**config.mk**
```make
export PLATFORM = sky130hd
export DESIGN_NAME = nnls_div
export DESIGN_NICKNAME = d
export VERILOG_FILES = /design/src/sv/nnls_pkg.sv /design/src/sv/nnls_div.sv
export SDC_FILE = /design/constraint.sdc
export NUM_CORES = 1
export LEC_CHECK = 0
export ABC_AREA = 1
export BUFFER_PORTS_ARGS = -buffer_cell sky130_fd_sc_hd__buf_2
export CORE_MARGIN = 2
export CORE_UTILIZATION = 35
export CTS_CLUSTER_DIAMETER = 120
export DETAILED_ROUTE_END_ITERATION = 8
export GPL_TIMING_DRIVEN = 1
export PLACE_DENSITY = 0.51
export SLEW_MARGIN = 20
export SYNTH_ARGS = -nofsm -noshare
export SYNTH_HDL_FRONTEND = slang
export SYNTH_SLANG_ARGS = --single-unit
```
**constraint.sdc**
```tcl
create_clock -name clk -period 17.25 [get_ports clk]
set_input_delay 2.5875 -clock clk [delete_from_list [all_inputs] [get_ports clk]]
set_output_delay 2.5875 -clock clk [all_outputs]
set_load 0.1 [all_outputs]
```
**src/sv/nnls_pkg.sv**
```systemverilog
// ----------------------------------------------------------------------------
// nnls_pkg
// Types and fixed constants shared by the NNLS spectral unmixing block and
// its shared divider.
// ----------------------------------------------------------------------------
package nnls_pkg;

  localparam int GRAM_W  = 40;
  localparam int GRAD_W  = 48;
  localparam int COEF_W  = 32;
  localparam int CFG_W   = 24;
  localparam int DIV_W   = 64;
  localparam int DIVR_W  = 40;
  localparam int STEP_CW = 7;
  localparam int STEPV_W = 58;

  localparam logic [2:0] REG_NUM_ENDMEMBERS = 3'd0;
  localparam logic [2:0] REG_NUM_BANDS      = 3'd1;
  localparam logic [2:0] REG_MAX_ITERATIONS = 3'd2;
  localparam logic [2:0] REG_TOLERANCE      = 3'd3;
  localparam logic [2:0] REG_RMSE_ENABLE    = 3'd4;

  localparam logic OP_LOAD  = 1'b0;
  localparam logic OP_PIXEL = 1'b1;

  localparam logic KIND_FRACTION = 1'b0;
  localparam logic KIND_RMSE     = 1'b1;

  localparam logic [STEP_CW-1:0] STEPS_COORD = 7'd57;
  localparam logic [STEP_CW-1:0] STEPS_MEAN  = 7'd64;
  localparam logic [STEP_CW-1:0] STEPS_FRAC  = 7'd48;

  localparam logic [63:0] GRAM_CAP = 64'h0000_00FF_FFFF_FFFF;
  localparam logic [63:0] GRAD_CAP = 64'h0000_7FFF_FFFF_FFFF;
  localparam logic [63:0] PRED_CAP = 64'h4000_0000_0000_0000;
  localparam logic [COEF_W-1:0] COEF_CAP = 32'hFFFF_FFFF;
  localparam logic [STEPV_W-1:0] STEP_CAP = 58'h2_0000_0000;
  localparam logic [29:0] D8_CAP = 30'h2000_0000;
  localparam logic [23:0] RMSE_CAP = 24'hFF_FFFF;

  typedef struct packed {
    logic        op;
    logic [2:0]  endmember_index;
    logic [4:0]  band_index;
    logic [15:0] sample_value;
    logic        is_last;
  } item_t;

  typedef struct packed {
    logic        result_kind;
    logic [2:0]  fraction_index;
    logic [23:0] result_value;
    logic        degenerate;
    logic        last_result;
  } result_t;

  typedef struct packed {
    logic               start;
    logic [DIVR_W-1:0]  rem;
    logic [DIV_W-1:0]   bits;
    logic [STEP_CW-1:0] steps;
    logic [DIVR_W-1:0]  divisor;
  } div_req_t;

  typedef struct packed {
    logic             done;
    logic [DIV_W-1:0] quot;
  } div_rsp_t;

endpackage

```
**src/sv/nnls_div.sv**
```systemverilog
// ----------------------------------------------------------------------------
// nnls_div
// Restoring divider, one quotient bit per cycle, shared by the coordinate
// step, the RMSE mean and the fraction normalisation.
// ----------------------------------------------------------------------------
module nnls_div (
  input  logic              clk,
  input  logic              rst,
  input  nnls_pkg::div_req_t req,
  output nnls_pkg::div_rsp_t rsp
);
  import nnls_pkg::*;

  logic [DIVR_W-1:0]  rem;
  logic [DIVR_W-1:0]  divisor;
  logic [DIV_W-1:0]   bits;
  logic [DIV_W-1:0]   quot;
  logic [STEP_CW-1:0] cnt;
  logic               run;
  logic               done;
  logic [DIVR_W:0]    trial;
  logic [DIVR_W:0]    diff;
  logic               fits;

  always_comb begin
    trial = {rem, bits[DIV_W-1]};
    diff  = trial - {1'b0, divisor};
    fits  = trial >= {1'b0, divisor};
  end

  always_ff @(posedge clk) begin
    if (rst) begin
      run  <= 1'b0;
      done <= 1'b0;
    end else if (req.start) begin
      rem     <= req.rem;
      bits    <= req.bits;
      cnt     <= req.steps;
      divisor <= req.divisor;
      quot    <= '0;
      run     <= 1'b1;
      done    <= 1'b0;
    end else if (run) begin
      rem  <= fits ? diff[DIVR_W-1:0] : trial[DIVR_W-1:0];
      bits <= {bits[DIV_W-2:0], 1'b0};
      quot <= {quot[DIV_W-2:0], fits};
      cnt  <= cnt - 1'b1;
      if (cnt == STEP_CW'(1)) begin
        run  <= 1'b0;
        done <= 1'b1;
      end
    end else begin
      done <= 1'b0;
    end
  end

  assign rsp.done = done;
  assign rsp.quot = quot;

endmodule

```
==> results.sh, run 1 <==
export IMPL_clock_latency_ns=0.56
export IMPL_synth_flop_cell="edfxtp_1"
export IMPL_fin_setup_tns_ns=0
export IMPL_dp_hpwl_mm=24.90
export IMPL_worst_r2r_setup_slack_ns=14.13
export IMPL_synthCells=1521
export IMPL_worstPathCellList="buf_6 -> clkinv_2 -> a21oi_4 -> buf_4"
export IMPL_vias=10000
export IMPL_fin_cells=2217
export IMPL_seq_area_um2=6496
export IMPL_ctsHoldBuffers=0
export IMPL_grt_first_pass_wirelength_mm=53.27
export IMPL_critPathRequiredTime_ns=17.42
export IMPL_critPathSlowestCell="buf_4"
export IMPL_power_leakage_nw=7.313
export IMPL_dp_slack_ns=11.31
export IMPL_dieArea_um2=37060
export IMPL_synth_common_cells="588 x nand2_1, 247 x inv_1, 215 x edfxtp_1, 153 x nor2_1, 73 x nand3_1"
export IMPL_antenna_found_initial=17
export IMPL_drive_gt1_share_pct=17.56
export IMPL_max_freq_mhz=191.3
export IMPL_clkSlewWorstSetupHoldPaths_ns=0.06
export IMPL_die_h_um=192.5
export IMPL_drt_iter0_markers=576
export IMPL_ys_seq_elements=217
export IMPL_drv_cap=0
export IMPL_synth_xor_area_share_pct=1.620
export IMPL_yosys_warnings=0
export IMPL_arrival_ns=5.40
export IMPL_critical_path_max_fanout=77
export IMPL_multi_input_area_um2=4778
export IMPL_hold_class="flop to flop"
export IMPL_drtAntennaViolNets=0
export IMPL_grt_start_max_net_pins=78
export IMPL_start_util_pct=35.23
export IMPL_synth_edf_count=215
export IMPL_synth_compound_area_share_pct=3.098
export IMPL_synthTopCellsByArea="edfxtp_1 52%, nand2_1 18%, inv_1 7.5%"
export IMPL_cpPeakStageDelay_ns=0.86
export IMPL_first_pass_iters=5
export IMPL_cellPowerDensity_nw_per_um2=103.0
export IMPL_setup_violations=0
export IMPL_synth_fp_nets=1718
export IMPL_synth_top_area_share_pct=51.91
export IMPL_core_rowCount=69
export IMPL_drv_slew=0
export IMPL_drt_wl_total_mm=33.79
export IMPL_cts_sinks=217
export IMPL_clk_path_buf_depth=3
export IMPL_yosysMostFrequentCell="nand2_1"
export IMPL_synthMuxAreaShare_pct=0
export IMPL_ctsResizeCount=0
export IMPL_cts_root_buf="clkbuf_16"
export IMPL_avgSynthCellArea_um2=8.178
export IMPL_cts_tree="yes"
export IMPL_synthAdderAreaFrac_pct=4.386
export IMPL_hold_viol=0
export IMPL_post_cts_buffers=0
export IMPL_skew_ns=0.01496
export IMPL_place_congestion=0.9103
export IMPL_fp_dieW_um=192.5
export IMPL_syn_cell_area_um2=12440
export IMPL_total_power_mw=1.523
export IMPL_io_buffers=218
export IMPL_synth_simple_gate_area_share_pct=29.16
export IMPL_area_growth_pct=18.85
export IMPL_final_nets=1929
export IMPL_drc_errors=0
export IMPL_fin_ws_ns=12.02
export IMPL_fin_crit_ns=5.226
export IMPL_grt_usage_pct=18.47
export IMPL_worstSetupPathType="primary input to flop"
export IMPL_start_kind="primary input"
export IMPL_dp_cells=2165
export IMPL_grt_overflow=0
export IMPL_status="completed"
export IMPL_cts_inserted_buffers=26
export IMPL_viasPerCell=4.512
export IMPL_synth_top_cell_by_area="edfxtp_1"
export IMPL_fill_cells=3694
export IMPL_rsz0062_at_grt="no"
export IMPL_htree_levels=1
export IMPL_synth_top_family_by_area="simple AND/OR/NAND/NOR gates"
export IMPL_fin_util_pct=41.87
export IMPL_io_pins=219
export IMPL_wl_per_cell_um=15.24
export IMPL_fin_crit_sh_pct=30.30
export IMPL_yosysSeqAreaShare_pct=52.23
export IMPL_coreArea_um2=35310
export IMPL_end_kind="flop"
export IMPL_tightest_slew_ns=0.9778
export IMPL_synth_cell_types=38
export IMPL_ir_worst_vdd_v=0.00007004
export IMPL_async_reset_ff_share_pct=0
export IMPL_grt_pass1_vias=10030
export IMPL_max_slew_margin_pct=34.74
==> cell type report <==
type / instances / share of cell area (%)
clock buffer: 33 / 4.579
multi-input combinational: 1006 / 32.32
clock inverter: 11 / 0.6940
tap: 461 / 3.902
sequential: 217 / 43.94
inverter: 256 / 6.509
timing repair buffer: 225 / 7.914
antenna: 8 / 0.1354
==> flip-flops by register name, indices dropped and copies added, names as in the netlist <==
| name | flops |
|---|---|
| divisor | 40 |
| cnt | 7 |
| bits | 64 |
| done | 1 |
| rem | 40 |
| quot | 64 |
| run | 1 |
==> power breakdown <==
| part | total (mW) | switching (mW) | internal (mW) |
|---|---|---|---|
| sequential | 0.645 | 0.0157 | 0.629 |
| combinational | 0.367 | 0.257 | 0.109 |
| clock | 0.511 | 0.220 | 0.292 |
==> placed cells by master, fill, tap and decap left out, types with 3 or more instances in the layout <==
cell type  instances
a21oi_1           32
buf_2            217
buf_4              6
clkbuf_1           7
clkbuf_16         26
clkinv_1           6
clkinv_2           5
diode_2            8
edfxtp_1         215
ha_1              42
inv_1            246
inv_2              7
nand2_1          588
nand2_2            3
nand3_1           73
nand3_2           12
nand3b_1          20
nand4_1            3
nor2_1           152
nor2_2             8
nor3_1             6
o21ai_0           15
o21ai_2           11
o21bai_1           3
xnor2_1           20
xor2_1             3
==> worst paths after layout <==
check / startpoint / endpoint / depth (start not counted)
max: req[151] / quot[22]$_SDFFCE_PP0P_ / 4
min: done$_SDFFE_PP0P_ / done$_SDFFE_PP0P_ / 2
max reg2reg: rem[27]$_DFFE_PP_ / rem[36]$_DFFE_PP_ / 13
min reg2reg: done$_SDFFE_PP0P_ / done$_SDFFE_PP0P_ / 2
==> per-layer routing <==
layer  GRT usage (%)  wire, µm  up-vias
li1                -         -     5186
met1           24.72     15630     4517
met2           29.41     14950      226
met3           5.765      2491       57
met4           3.846       612       18
met5               0       101        -
==> worst max-delay path: cells and delay by family <==
family	cells	cell delay, ns
buffers and inverters	3	1.95
AO/OA/AOI/OAI	1	0.78
==> through the flow <==
step | cell area, µm² | hold WS, ns
3_3_place_gp | 13960 | 0.4890
2_1_floorplan | 12440 | 0.4421
3_5_place_dp | 13980 | 0.4834
5_1_grt | 14770 | 0.5245
6_report | 14780 | 0.4920
4_1_cts | 14760 | 0.4978
==> logic make-up after synthesis <==
kind of cell | count (synthesis)
buffers and inverters | 298
and+or+nand+nor | 874
DFF | 217
adders and majority gates | 43
AOI/OAI and AO/OA | 66
xor gates and xnor gates | 23
(Power assumes the default switching activity.)
==> inputs of run 2 (changes only) <==
--- a/config.mk
+++ b/config.mk
@@ -5,14 +5,14 @@
 export SDC_FILE = /design/constraint.sdc
 export NUM_CORES = 1
 export LEC_CHECK = 0
-export ABC_AREA = 1
+export ABC_AREA = 0
 export BUFFER_PORTS_ARGS = -buffer_cell sky130_fd_sc_hd__buf_2
 export CORE_MARGIN = 2
 export CORE_UTILIZATION = 35
 export CTS_CLUSTER_DIAMETER = 120
 export DETAILED_ROUTE_END_ITERATION = 8
 export GPL_TIMING_DRIVEN = 1
-export PLACE_DENSITY = 0.51
+export PLACE_DENSITY = 0.52
 export SLEW_MARGIN = 20
 export SYNTH_ARGS = -nofsm -noshare
 export SYNTH_HDL_FRONTEND = slang
==> constraint.sdc (replaced) <==
create_clock -name clk -period 4.9 [get_ports clk]
set_input_delay 0.735 -clock clk [delete_from_list [all_inputs] [get_ports clk]]
set_output_delay 0.735 -clock clk [all_outputs]
set_load 0.1 [all_outputs]
==> results.sh, run 2 <==
export IMPL_start_kind="flop"
export IMPL_place_congestion=0.8320
export IMPL_end_kind="flop"
export IMPL_synth_xor_area_share_pct=2.716
export IMPL_coreArea_um2=31640
export IMPL_synth_top_area_share_pct=57.21
export IMPL_skew_ns=0.01566
export IMPL_setup_violations=0
export IMPL_cts_tree="yes"
export IMPL_rsz0062_at_grt="no"
export IMPL_async_reset_ff_share_pct=0
export IMPL_vias=8062
export IMPL_avgSynthCellArea_um2=11.93
export IMPL_worstHoldEndpoint="divisor[31]$_DFFE_PP_"
export IMPL_multi_input_area_um2=4403
export IMPL_clk_path_buf_depth=3
export IMPL_drt_iter0_markers=529
export IMPL_synth_cell_types=68
export IMPL_synth_simple_gate_area_share_pct=12.41
export IMPL_worst_r2r_setup_slack_ns=1.29
export IMPL_tightest_slew_ns=0.8321
export IMPL_yosys_warnings=0
export IMPL_clkSlewWorstSetupHoldPaths_ns=0.06
export IMPL_io_buffers=218
export IMPL_drc_errors=0
export IMPL_fin_crit_sh_pct=73.76
export IMPL_seq_area_um2=6496
export IMPL_synthMuxAreaShare_pct=6.741
export IMPL_critical_path_startpoint="rem[1]$_DFFE_PP_"
export IMPL_rr_endpoint="rem[0]$_DFFE_PP_"
export IMPL_yosysSeqAreaShare_pct=57.57
export IMPL_final_common_cell="buf_2"
export IMPL_power_leakage_nw=5.506
export IMPL_fp_dieW_um=183.6
export IMPL_htree_levels=1
export IMPL_cts_inserted_buffers=27
export IMPL_cts_sinks=217
export IMPL_synth_common_cells="215 x edfxtp_1, 88 x nand2_1, 64 x mux2_2, 64 x nor2b_1, 61 x a21oi_1"
export IMPL_synth_fp_nets=1143
export IMPL_core_rowCount=65
export IMPL_synth_top_family_by_area="simple AND/OR/NAND/NOR gates"
export IMPL_holdPathStages=1
export IMPL_dp_cells=1530
export IMPL_ys_seq_elements=217
export IMPL_worstSetupPathType="flop to flop"
export IMPL_grt_pass1_vias=8251
export IMPL_synth_edf_count=215
export IMPL_hold_class="primary input to flop"
export IMPL_fin_setup_tns_ns=0
export IMPL_wl_per_cell_um=18.04
export IMPL_dp_hpwl_mm=19.67
export IMPL_status="completed"
export IMPL_drv_cap=0
export IMPL_cts_root_buf="clkbuf_16"
export IMPL_fin_crit_ns=3.614
export IMPL_final_nets=1354
export IMPL_yosysMostFrequentCell="edfxtp_1"
export IMPL_critPathRequiredTime_ns=5.20
export IMPL_clock_latency_ns=0.56
export IMPL_ctsHoldBuffers=0
export IMPL_cellPowerDensity_nw_per_um2=403.2
export IMPL_ctsResizeCount=0
export IMPL_area_growth_pct=21.68
export IMPL_reg2regPathDepth=10
export IMPL_synth_flop_cell="edfxtp_1"
export IMPL_drtAntennaViolNets=0
export IMPL_max_slew_margin_pct=44.40
export IMPL_fill_cells=3066
export IMPL_grt_overflow=0
export IMPL_synthCells=946
export IMPL_synthTopCellsByArea="edfxtp_1 57%, mux2_2 6.4%, ha_1 4.7%"
export IMPL_max_freq_mhz=276.7
export IMPL_synth_compound_area_share_pct=12.12
export IMPL_io_pins=219
export IMPL_layout_common_cells="217 x buf_2, 215 x edfxtp_1, 88 x nand2_1"
export IMPL_r2r_start="rem[1]$_DFFE_PP_"
export IMPL_viasPerCell=5.080
export IMPL_drv_slew=0
export IMPL_grt_usage_pct=16.82
export IMPL_hold_viol=0
export IMPL_total_power_mw=5.536
export IMPL_critical_path_max_fanout=19
export IMPL_fin_cells=1587
export IMPL_grt_start_max_net_pins=115
export IMPL_antenna_found_initial=13
export IMPL_drt_wl_total_mm=28.64
export IMPL_synth_top_cell_by_area="edfxtp_1"
export IMPL_syn_cell_area_um2=11280
export IMPL_grt_first_pass_wirelength_mm=44.86
export IMPL_hp_start="req[31]"
export IMPL_arrival_ns=3.91
export IMPL_reg_top3="bits (64), quot (64)"
export IMPL_synthAdderAreaFrac_pct=4.834
export IMPL_start_util_pct=35.67
export IMPL_post_cts_buffers=0
export IMPL_drive_gt1_share_pct=29.29
export IMPL_die_h_um=183.6
export IMPL_first_pass_iters=5
export IMPL_dieArea_um2=33690
export IMPL_ir_worst_vdd_v=0.0002328
-- run 2: power by group --
| part | internal (mW) | switching, mW | leakage (nW) |
|---|---|---|---|
| Clock | 1.28 | 0.813 | 0.449 |
| Combinational | 0.398 | 0.780 | 2.98 |
| Sequential | 2.21 | 0.0512 | 2.08 |
| Total | 3.89 | 1.64 | 5.51 |
-- run 2: kinds of logic (layout without fill, tap and decap cells) --
logic type,Yosys count,after routing
and+or+nand+nor,283,283
DFF,217,217
AOI/OAI and AO/OA,201,201
buffers and inverters,99,331
muxes,68,68
adders and majority gates,43,43
xor gates and xnor gates,35,35
other,0,7
-- run 2: layout make-up --
class	count	area share (%)
Inverter	53	1.449
Multi-Input combinational cell	630	32.07
Clock buffer	32	5.057
Tap cell	402	3.663
Timing Repair Buffer	228	8.657
Clock inverter	18	1.668
Antenna cell	7	0.1276
Sequential cell	217	47.31
-- run 2: worst max-delay path: stages (launching register included) --
cell,delay [ns]
edfxtp_1,0.41
ha_1,0.38
a21oi_1,0.29
a2111oi_4,0.12
nor2_2,0.34
a2111oi_2,0.14
o211a_1,0.28
a211oi_4,0.62
buf_4,0.40
mux2i_1,0.11
mux2_2,0.26
-- run 2: through the flow --
stage | hold slack, ns | util, % | cell area (µm²) | setup slack [ns]
after floorplan | 0.4600 | - | 11290 | 0.4955
after global placement | 0.4754 | 40.42 | 12790 | 1.377
after detailed placement | 0.4928 | 40.42 | 12790 | 1.286
after CTS | 0.3334 | 43.33 | 13710 | 1.280
after global routing | 0.3388 | 43.36 | 13720 | 1.069
final | 0.3531 | 43.40 | 13730 | 1.286
-- run 2: per-layer routing --
metal | vias to the layer above | wire (µm) | part of all wire [%] | GRT usage, %
li1 | 3935 | - | - | -
met1 | 3860 | 12710 | 44 | 22.00
met2 | 202 | 13250 | 46 | 27.41
met3 | 53 | 2010 | 7.0 | 5.091
met4 | 12 | 606 | 2.1 | 3.968
met5 | - | 68 | 0.24 | 0
-- run 2: worst max-delay path by stage --
stage | endpoint | slack (ns) | depth (start not counted)
after floorplan | bits[0]$_SDFFCE_PN0P_ | 0.50 | 4
after global placement | rem[0]$_DFFE_PP_ | 1.38 | 10
after detailed placement | rem[0]$_DFFE_PP_ | 1.29 | 10
after CTS | rem[0]$_DFFE_PP_ | 1.28 | 10
after global routing | rem[0]$_DFFE_PP_ | 1.07 | 10
final | rem[0]$_DFFE_PP_ | 1.29 | 10
